File: config.mk
export PLATFORM = sky130hd
export DESIGN_NAME = radius_leader_clustering
export DESIGN_NICKNAME = d
export VERILOG_FILES = /design/src/rtl/rlc_pkg.sv /design/src/rtl/radius_leader_clustering.sv /design/src/rtl/rlc_ram.sv /design/src/rtl/rlc_dist.sv
export SDC_FILE = /design/constraint.sdc
export NUM_CORES = 2
export LEC_CHECK = 0
export ABC_AREA = 1
export BUFFER_PORTS_ARGS = -buffer_cell sky130_fd_sc_hd__buf_2
export CAP_MARGIN = 20
export CELL_PAD_IN_SITES_DETAIL_PLACEMENT = 0
export CELL_PAD_IN_SITES_GLOBAL_PLACEMENT = 1
export CORE_ASPECT_RATIO = 0.7
export CORE_UTILIZATION = 54
export CTS_BUF_LIST = sky130_fd_sc_hd__clkbuf_8
export CTS_CLUSTER_DIAMETER = 120
export DETAILED_ROUTE_END_ITERATION = 8
export PLACE_DENSITY = 0.79
export SYNTH_ARGS = -nofsm -noshare
export SYNTH_HDL_FRONTEND = slang
export SYNTH_SLANG_ARGS = --single-unit
export TNS_END_PERCENT = 100
File: constraint.sdc
create_clock -name clk -period 18.1 [get_ports clk]
set_input_delay 2.715 -clock clk [delete_from_list [all_inputs] [get_ports clk]]
set_output_delay 2.715 -clock clk [all_outputs]
set_load 0.01 [all_outputs]
File: src/rtl/rlc_pkg.sv
package rlc_pkg;

  localparam int MAX_CLUSTERS = 32;
  localparam int COORD_BITS   = 20;

  localparam int RADIUS_BITS  = 43;
  localparam int COUNT_BITS   = 16;
  localparam int RES_IDX_W    = 5;

  localparam int CL_IDX_W = (MAX_CLUSTERS > 1) ? $clog2(MAX_CLUSTERS) : 1;
  localparam int USED_W   = $clog2(MAX_CLUSTERS + 1);
  localparam int SQ_W     = 2 * COORD_BITS;
  localparam int SUM_W    = SQ_W + 1;
  localparam int CMP_W    = (SUM_W > RADIUS_BITS) ? SUM_W : RADIUS_BITS;
  localparam int LEADER_W = 2 * COORD_BITS;

  localparam logic [RADIUS_BITS-1:0] RADIUS_RESET = RADIUS_BITS'(4194304);
  localparam logic [COUNT_BITS-1:0]  COUNT_MAX    = '1;

  typedef struct packed {
    logic                         start_cloud;
    logic signed [COORD_BITS-1:0] point_x;
    logic signed [COORD_BITS-1:0] point_y;
  } rlc_point_t;

  typedef struct packed {
    logic [RES_IDX_W-1:0]  cluster_index;
    logic                  new_cluster;
    logic [COUNT_BITS-1:0] member_count;
    logic                  table_full;
    logic                  last_result;
  } rlc_result_t;

  typedef struct packed {
    logic load;
    logic sq_x;
    logic sq_y;
  } rlc_dist_ctrl_t;

  typedef enum logic [2:0] {
    ST_IDLE,
    ST_READ,
    ST_DX,
    ST_MX,
    ST_MY,
    ST_CMP,
    ST_HIT,
    ST_END
  } rlc_state_t;

endpackage

File: src/rtl/radius_leader_clustering.sv
// Fixed-radius leader clustering. Each point item is checked against the leaders
// of the open clusters in index order; one result item goes out per cluster whose
// squared distance is below radius_squared, else the point opens a new cluster,
// or a table_full result is given when all entries are taken. last_result marks
// the final result of a point. Per open cluster an item takes one registered
// leader-memory read, one difference step, two passes through the one shared
// squarer and a compare, and one more step per match. point_stall is high while
// an item is in work. radius_squared is written only while idle.
module radius_leader_clustering
  import rlc_pkg::*;
(
  input  logic                   clk,
  input  logic                   rst,
  input  logic                   point_valid,
  output logic                   point_stall,
  input  rlc_point_t             point,
  output logic                   result_valid,
  input  logic                   result_stall,
  output rlc_result_t            result,
  input  logic                   radius_valid,
  output logic                   radius_ready,
  input  logic [RADIUS_BITS-1:0] radius_squared
);

  rlc_state_t state, state_next;

  logic [USED_W-1:0]            j;
  logic [USED_W-1:0]            used;
  logic [USED_W-1:0]            used_start;
  logic [USED_W-1:0]            j_inc;
  logic signed [COORD_BITS-1:0] px;
  logic signed [COORD_BITS-1:0] py;
  logic [RADIUS_BITS-1:0]       radius;
  logic                         pend_valid;
  logic [CL_IDX_W-1:0]          pend_idx;
  logic [COUNT_BITS-1:0]        pend_cnt;
  logic [COUNT_BITS-1:0]        cnt;
  logic [COUNT_BITS-1:0]        cnt_sat;

  logic                         accept;
  logic                         slot_free;
  logic                         hit;
  rlc_dist_ctrl_t               dctrl;
  logic                         emit;
  rlc_result_t                  emit_item;
  logic                         adv;
  logic                         take_hit;
  logic                         open_new;

  logic                         lw_en;
  logic [LEADER_W-1:0]          leader_rd;
  logic                         cw_en;
  logic [CL_IDX_W-1:0]          cw_addr;
  logic [COUNT_BITS-1:0]        cw_data;
  logic [COUNT_BITS-1:0]        cnt_rd;

  assign accept       = point_valid && !point_stall;
  assign point_stall  = (state != ST_IDLE);
  assign radius_ready = (state == ST_IDLE);
  assign slot_free    = !result_valid || !result_stall;
  assign used_start   = point.start_cloud ? '0 : used;
  assign j_inc        = j + USED_W'(1);
  assign cnt_sat      = (cnt == COUNT_MAX) ? cnt : cnt + COUNT_BITS'(1);

  always_comb begin
    state_next = state;
    dctrl      = '0;
    emit       = 1'b0;
    emit_item  = '0;
    adv        = 1'b0;
    take_hit   = 1'b0;
    open_new   = 1'b0;
    lw_en      = 1'b0;
    cw_en      = 1'b0;
    cw_addr    = j[CL_IDX_W-1:0];
    cw_data    = cnt_sat;
    case (state)
      ST_IDLE: begin
        if (accept) begin
          state_next = (used_start == '0) ? ST_END : ST_READ;
        end
      end
      ST_READ: state_next = ST_DX;
      ST_DX: begin
        dctrl.load = 1'b1;
        state_next = ST_MX;
      end
      ST_MX: begin
        dctrl.sq_x = 1'b1;
        state_next = ST_MY;
      end
      ST_MY: begin
        dctrl.sq_y = 1'b1;
        state_next = ST_CMP;
      end
      ST_CMP: begin
        if (hit) begin
          state_next = ST_HIT;
        end else begin
          adv        = 1'b1;
          state_next = (j_inc == used) ? ST_END : ST_READ;
        end
      end
      ST_HIT: begin
        if (!pend_valid || slot_free) begin
          take_hit   = 1'b1;
          cw_en      = 1'b1;
          adv        = 1'b1;
          emit       = pend_valid;
          emit_item.cluster_index = RES_IDX_W'(pend_idx);
          emit_item.member_count  = pend_cnt;
          state_next = (j_inc == used) ? ST_END : ST_READ;
        end
      end
      ST_END: begin
        if (slot_free) begin
          emit       = 1'b1;
          state_next = ST_IDLE;
          emit_item.last_result = 1'b1;
          if (pend_valid) begin
            emit_item.cluster_index = RES_IDX_W'(pend_idx);
            emit_item.member_count  = pend_cnt;
          end else if (used < USED_W'(MAX_CLUSTERS)) begin
            open_new = 1'b1;
            lw_en    = 1'b1;
            cw_en    = 1'b1;
            cw_addr  = used[CL_IDX_W-1:0];
            cw_data  = COUNT_BITS'(1);
            emit_item.cluster_index = RES_IDX_W'(used);
            emit_item.new_cluster   = 1'b1;
            emit_item.member_count  = COUNT_BITS'(1);
          end else begin
            emit_item.table_full = 1'b1;
          end
        end
      end
      default: state_next = ST_IDLE;
    endcase
  end

  always_ff @(posedge clk) begin
    if (rst) begin
      state <= ST_IDLE;
    end else begin
      state <= state_next;
    end
  end

  always_ff @(posedge clk) begin
    if (rst) begin
      used         <= '0;
      j            <= '0;
      pend_valid   <= 1'b0;
      result_valid <= 1'b0;
      radius       <= RADIUS_RESET;
    end else begin
      if (radius_valid && radius_ready) begin
        radius <= radius_squared;
      end
      if (accept) begin
        used       <= used_start;
        j          <= '0;
        pend_valid <= 1'b0;
      end else begin
        if (adv) begin
          j <= j_inc;
        end
        if (take_hit) begin
          pend_valid <= 1'b1;
        end
        if (open_new) begin
          used <= used + USED_W'(1);
        end
      end
      if (emit) begin
        result_valid <= 1'b1;
      end else if (!result_stall) begin
        result_valid <= 1'b0;
      end
    end
  end

  always_ff @(posedge clk) begin
    if (accept) begin
      px <= point.point_x;
      py <= point.point_y;
    end
    if (state == ST_DX) begin
      cnt <= cnt_rd;
    end
    if (take_hit) begin
      pend_idx <= j[CL_IDX_W-1:0];
      pend_cnt <= cnt_sat;
    end
    if (emit) begin
      result <= emit_item;
    end
  end

  rlc_ram #(
    .WIDTH (LEADER_W),
    .DEPTH (MAX_CLUSTERS)
  ) u_leader_ram (
    .clk   (clk),
    .we    (lw_en),
    .waddr (used[CL_IDX_W-1:0]),
    .wdata ({py, px}),
    .raddr (j[CL_IDX_W-1:0]),
    .rdata (leader_rd)
  );

  rlc_ram #(
    .WIDTH (COUNT_BITS),
    .DEPTH (MAX_CLUSTERS)
  ) u_count_ram (
    .clk   (clk),
    .we    (cw_en),
    .waddr (cw_addr),
    .wdata (cw_data),
    .raddr (j[CL_IDX_W-1:0]),
    .rdata (cnt_rd)
  );

  rlc_dist u_dist (
    .clk    (clk),
    .ctrl   (dctrl),
    .px     (px),
    .py     (py),
    .leader (leader_rd),
    .radius (radius),
    .hit    (hit)
  );

endmodule

File: src/rtl/rlc_ram.sv
module rlc_ram #(
  parameter int WIDTH = 8,
  parameter int DEPTH = 32
) (
  input  logic                     clk,
  input  logic                     we,
  input  logic [$clog2(DEPTH)-1:0] waddr,
  input  logic [WIDTH-1:0]         wdata,
  input  logic [$clog2(DEPTH)-1:0] raddr,
  output logic [WIDTH-1:0]         rdata
);

  logic [WIDTH-1:0] mem [DEPTH];

  always_ff @(posedge clk) begin
    if (we) begin
      mem[waddr] <= wdata;
    end
    rdata <= mem[raddr];
  end

endmodule

File: src/rtl/rlc_dist.sv
module rlc_dist
  import rlc_pkg::*;
(
  input  logic                         clk,
  input  rlc_dist_ctrl_t               ctrl,
  input  logic signed [COORD_BITS-1:0] px,
  input  logic signed [COORD_BITS-1:0] py,
  input  logic [LEADER_W-1:0]          leader,
  input  logic [RADIUS_BITS-1:0]       radius,
  output logic                         hit
);

  logic signed [COORD_BITS:0] diff_x;
  logic signed [COORD_BITS:0] diff_y;
  logic signed [COORD_BITS:0] abs_x;
  logic signed [COORD_BITS:0] abs_y;
  logic [COORD_BITS-1:0]      dx;
  logic [COORD_BITS-1:0]      dy;
  logic [COORD_BITS-1:0]      op;
  logic [SQ_W-1:0]            prod;
  logic [SQ_W-1:0]            acc;
  logic [CMP_W-1:0]           sum;

  // leader word is {y, x}
  assign diff_x = $signed({leader[COORD_BITS-1], leader[COORD_BITS-1:0]})
                - $signed({px[COORD_BITS-1], px});
  assign diff_y = $signed({leader[LEADER_W-1], leader[LEADER_W-1:COORD_BITS]})
                - $signed({py[COORD_BITS-1], py});
  assign abs_x  = diff_x[COORD_BITS] ? -diff_x : diff_x;
  assign abs_y  = diff_y[COORD_BITS] ? -diff_y : diff_y;

  // shared squarer
  assign op = ctrl.sq_y ? dy : dx;

  always_ff @(posedge clk) begin
    if (ctrl.load) begin
      dx <= abs_x[COORD_BITS-1:0];
      dy <= abs_y[COORD_BITS-1:0];
    end
    if (ctrl.sq_x || ctrl.sq_y) begin
      prod <= SQ_W'(op) * SQ_W'(op);
    end
    if (ctrl.sq_y) begin
      acc <= prod;
    end
  end

  assign sum = CMP_W'(acc) + CMP_W'(prod);
  assign hit = sum < CMP_W'(radius);

endmodule
==> Word-level counts from Yosys, hierarchy flattened <==
Memory sizes are Yosys's and may differ from the RTL's. A register that Yosys moved wholly into a read port is not among the register bits.
Cells that the tools add are included.
{ "totals": {"regBits": 281, "latch_bits": 0, "ram_bits": 1792, "mem_bits_ro": 0, "out_inout_bits": 27, "elab_cells": 118, "memories": 2} }
{ "classes": {"addsub": 8, "mul": 1, "div_mod_pow": 0, "magnitude_cmp": 2, "n_eq_ne": 13, "n_shift": 0, "muxes": 54, "bitwise": 2, "reduce_logical": 16} }
{ "memory_table": {"columns": ["memory", "words", "width", "rd", "rd_clocked_by_memory_dff", "wr", "line", "source"], "rows": [
  ["u_leader_ram.mem", 32, 40, 1, 1, 1, "rlc_ram.sv:13", "logic [WIDTH-1:0] mem [DEPTH];"],
  ["u_count_ram.mem", 32, 16, 1, 1, 1, "rlc_ram.sv:13", null]
]} }
{ "ops": {"columns": ["cell", "n"], "rows": [
  ["2-to-1 mux 16 bit", 7],
  ["2-to-1 mux 20 bit", 3],
  ["less-than comparator 43 bit", 1],
  ["subtractor 20 x 20 -> 21 bit", 2],
  ["adder 40 x 40 -> 41 bit", 1],
  ["multiplier 20 x 20 -> 40 bit", 1],
  ["negation 20 bit", 2],
  ["one-hot mux 16 bit (2 select lines)", 1],
  ["2-to-1 mux 5 bit", 6],
  ["2-to-1 mux 24 bit", 1],
  ["one-hot mux 3 bit (8 select lines)", 1],
  ["2-to-1 mux 22 bit", 1],
  ["2-to-1 mux 1 bit", 21],
  ["2-to-1 mux 3 bit", 6],
  ["2-to-1 mux 6 bit", 3],
  ["adder 16 x 1 -> 16 bit, second input constant", 1],
  ["equality test 16 bit, second input constant", 1],
  ["adder 6 x 1 -> 6 bit, second input constant", 2],
  ["equality test 3 bit, second input constant", 4],
  ["one-hot mux 5 bit (2 select lines)", 1],
  ["equality test 3 x 2 -> 1 bit, second input constant", 2],
  ["equality test 6 bit", 1],
  ["zero test 6 bit", 1],
  ["less-than comparator 6 bit, second input constant", 1],
  ["14 further kinds", 25]
]} }

==> Depth between registers and ports, before layout <==
{ "logic_depth": {"ltp_word": 7, "mapped_depth": 34} }

==> Modules after synthesis <==
From an unflattened synthesis, not the netlist that was laid out.
{ "hier_totals": {"hier_cells": 9647, "area_unflattened_um2": 102370.7} }
{ "modules_own_cells": {"columns": ["mod", "instances", "cells_per_inst", "area_each_um2", "seq_area_each_um2"], "rows": [
  ["rlc_ram at u_leader_ram", 1, 4407, 52402.8, 39237.6],
  ["rlc_dist", 1, 2816, 22261.4, 3543.4],
  ["rlc_ram at u_count_ram", 1, 1794, 21301.7, 15695.1],
  ["radius_leader_clustering", 1, 630, 6404.9, 4234.1]
]} }

==> Least setup slack after synthesis <==
Ideal clock, no wire load.
{ "synth_timing": {"kind": "reg2reg", "startpoint": "reg state[0]", "endpoint": "reg u_dist.prod[30], data pin", "arrival_ns": 6.659, "required_ns": 17.841, "setup_slack_ns": 11.182, "path_stages_with_launch": 32, "path_buffers": 4, "path_cell_list": "dfxtp_1 -> buf_6 -> nor2_4 -> nand2_4 -> buf_6 -> buf_6 -> o21ai_2 -> inv_1 -> buf_2 -> nor2_1 -> inv_1 -> fa_1 -> inv_1 -> fa_1 -> inv_1 -> fa_1 -> inv_1 -> fa_1 -> fa_1 -> fa_1 -> inv_1 -> fa_1 -> inv_1 -> ha_1 -> a21oi_1 -> o21ai_0 -> a21oi_1 -> o21ai_0 -> a21oi_1 -> o21ai_0 -> nand2_1 -> nand2_1"} }
{ "synth_via": {"elab_chain_cells": 4} }
{ "synth_rtl": {"columns": ["element", "line", "source"], "rows": [
  ["start: declaration", "radius_leader_clustering.sv:25", "rlc_state_t state, state_next;"],
  ["start signal: assignment", "radius_leader_clustering.sv:145", "state <= state_next;"],
  ["equality test 3 bit", "radius_leader_clustering.sv:77", "case (state)"],
  ["2-to-1 mux 1 bit", "radius_leader_clustering.sv:77", null],
  ["2-to-1 mux 20 bit", "rlc_dist.sv:33", "assign op = ctrl.sq_y ? dy : dx;"],
  ["multiplier 20 x 20 -> 40 bit", "rlc_dist.sv:41", "prod <= SQ_W'(op) * SQ_W'(op);"],
  ["end signal: assignment", "rlc_dist.sv:41", null],
  ["end: declaration", "rlc_dist.sv:20", "logic [SQ_W-1:0] prod;"]
]} }
No other way between the ends.
A chain may end at the register's enable or synchronous reset.

==> Final worst setup path <==
Ends and elaborated chain as after synthesis.

==> reports/metrics.yaml <==
slew_violations: 0
critical_path.max_stage_delay_ps: 930
antenna_found_initial: 8
grt_max_degree: 218
endpoint_kind: "flip-flop"
relSlewSlack_pct: 21.35
clkTransAtPathRegs_ps: 60
num_vias: 68110
core_um2: 182100
synth_seq_cells: 2127
synthToLayoutAreaGrowth_pct: 9.770
finalCritPeriodShare_pct: 47.55
netlist_area_um2: 99010
cts_hold_buf: 0
use_met1_pct: 48.50
drc: 0
drt-total-wl_mm: 285.8
yosysSeqAreaShare_pct: 63.34
synth_fp_nets: 8982
cts_max_path_buffers: 4
grt-busiest-layer: "met1"
tns_ps: 0
post_cts_buffers: 0
grt_pass1_vias: 63930
grt_use_total_pct: 30.39
cts_resized: 0
rows: 131
rsz0062_at_grt: "no"
grt_pass1_wl_mm: 419.7
worstPathRequired_ps: 18760
hold_viol: 0
chipWidth_um: 513.8
async_flop_share_pct: 0
ios: 116
cts_tree: "built"
critical_path_class: "reg -> reg"
cpMostUsedCell: "fa_1"
hpwlAfterDp_mm: 168.1
fin_nets: 9146
synthFlopType: "edfxtp_1"
yosys_warnings: 0
htreeDepth: 5
crit_path_top_delay_cell: "o21ai_1"
cp-start-kind: "flip-flop"
drtIter0Drc: 10030
min_from: "u_count_ram.rdata[10]"
r2r_end: "u_dist.prod[30]"
dieArea_um2: 185100
cpLargestDelayFamily: "adder cells"
synth_edf_count: 2011
insertion_delay_ps: 970
fin_crit_ps: 8606
cp_cell_sequence: "nor2_4 -> nand2_4 -> o21ai_1 -> clkinv_1 -> nor2_1 -> fa_1 -> fa_1 -> inv_1 -> fa_1 -> inv_1 -> fa_1 -> fa_1 -> fa_1 -> fa_1 -> ha_1 -> a21oi_1 -> o21ai_0 -> a21oi_1 -> o21ai_0 -> a21oi_1 -> o21ai_0 -> nand2_1 -> nand2_1"
yosys.cell_types.count: 56
min_path_cells: 0
gp_congestion: 0.9622
drt_pre_antenna_iters: 6
cts_root_buf: "clkbuf_8"
worst-path-buf-inv: 3
grt-ovfl-total: 0
port_buffers: 115
initial_core_util_pct: 54.37
reg2reg_depth: 23
die_y_um: 360.3
use_met3_pct: 6.167
whs_endpoint: "cnt[10]"
ant_nets: 0
setup_violations: 0
worst_pin_slew_ps: 1173
timing.max_cap.violations: 0
hp-class: "reg -> reg"
critical_path_arrival_ps: 9260
avgSynthCellArea_um2: 11.88
cts-buffers-inserted: 325
clock.fmax_ghz: 0.1162
cts_sinks: 2127
skew_ps: 92.61
synthCells: 8335
worstPathMaxFanout: 44
r2r_slack_ps: 9490
status: "finished clean"
vias_per_cell: 6.072
timing.rr.start: "state[0]"
layout-drive-gt1-share_pct: 9.475
routedWlPerCell_um: 25.48
grtUsageMet2_pct: 42.44
## worst max path at each step
stage / start / endpoint / cells past startpoint
after floorplan: state[0] / u_dist.prod[30] / 31
after global placement: state[0] / u_dist.prod[34] / 23
after global routing: state[0] / u_dist.prod[30] / 23
after CTS: state[0] / u_dist.prod[30] / 23
final: state[0] / u_dist.prod[30] / 23
after detailed placement: state[0] / u_dist.prod[30] / 23
## routing by layer
metal  share of wire, %  vias up
met5             0.0077        -
met4                2.1        4
met3                 12      458
met2                 42     3949
met1                 45    33500
li1                   -    30200
## logic make-up after synthesis
group | count (synthesis) | share of synthesized area [%]
buf+inv | 1168 | 4.568
compound gates | 1993 | 12.10
xor+xnor | 142 | 1.294
flops | 2127 | 63.34
fa+ha+maj | 558 | 9.175
simple gates | 2347 | 9.523
## through the flow
step	area (um2)	setup slack, ps	util [%]	hold slack, ps	instances
2_1_floorplan	99010	11180	-	385.5	8335
3_3_place_gp	102400	9954	56.22	387.5	10620
3_5_place_dp	102400	9715	56.23	388.7	10620
4_1_cts	108400	9656	59.54	401.7	11200
5_1_grt	108700	9073	59.68	403.6	11210
6_report	108700	9494	59.68	402.8	11220
## cells in the mapped netlist, types with 4 or more instances
master,instances,share of area (%)
a211oi_1,6,0.045
a21o_1,15,0.11
a21oi_1,204,1.0
a21oi_2,9,0.080
a221oi_1,5,0.044
a31oi_1,77,0.49
a32oi_1,47,0.42
buf_1,20,0.076
buf_2,72,0.36
buf_6,5,0.057
clkbuf_1,335,1.3
clkinv_1,5,0.019
dfxtp_1,116,2.3
edfxtp_1,2011,61
fa_1,280,5.7
ha_1,278,3.5
inv_1,716,2.7
inv_2,12,0.045
nand2_1,547,2.1
nand2_2,19,0.12
nand3_1,239,1.2
nand3b_1,10,0.076
nand4_1,30,0.19
nor2_1,1442,5.5
nor2_2,7,0.044
nor2_4,4,0.045
nor3_1,25,0.13
nor4_1,10,0.063
o211ai_1,8,0.061
o21a_1,6,0.045
o21ai_0,1094,5.5
o21ai_1,13,0.066
o21ai_2,19,0.17
o21bai_1,18,0.14
o221ai_1,336,3.0
o22ai_1,120,0.76
o31ai_1,6,0.045
xnor2_1,41,0.36
xor2_1,96,0.85
## layout by cell type, fill, tap and decap left out, drive strengths merged, types with 272 or more instances in the layout
master	instances
fa	280
edfxtp	2011
buf	272
ha	278
o21ai	1128
inv	831
nand2	567
o221ai	336
nor2	1453
clkbuf	352
## final cells by class
cell class              instances  area [um2]
clock inverters               225        1180
multi-input cells            5040       32060
well taps                    2460        3078
flip-flops and latches       2127       62730
repair buffers                272        1992
fillers                     14580       73420
clock buffers                 352        4845
inverters                     733        2780
diodes                          7       17.52
## state kept, by name, summed over array words and instances, names as in the netlist, 20 cells and up
name                flops
u_dist.prod            39
u_dist.dx              20
px                     20
radius                 43
result                 24
u_leader_ram.mem     1280
u_count_ram.mem       512
py                     20
u_leader_ram.rdata     40
u_dist.acc             39
u_dist.dy              20
Power is not shown: default switching activity piles up to over one toggle a cycle in this logic, so the estimate is an artifact.
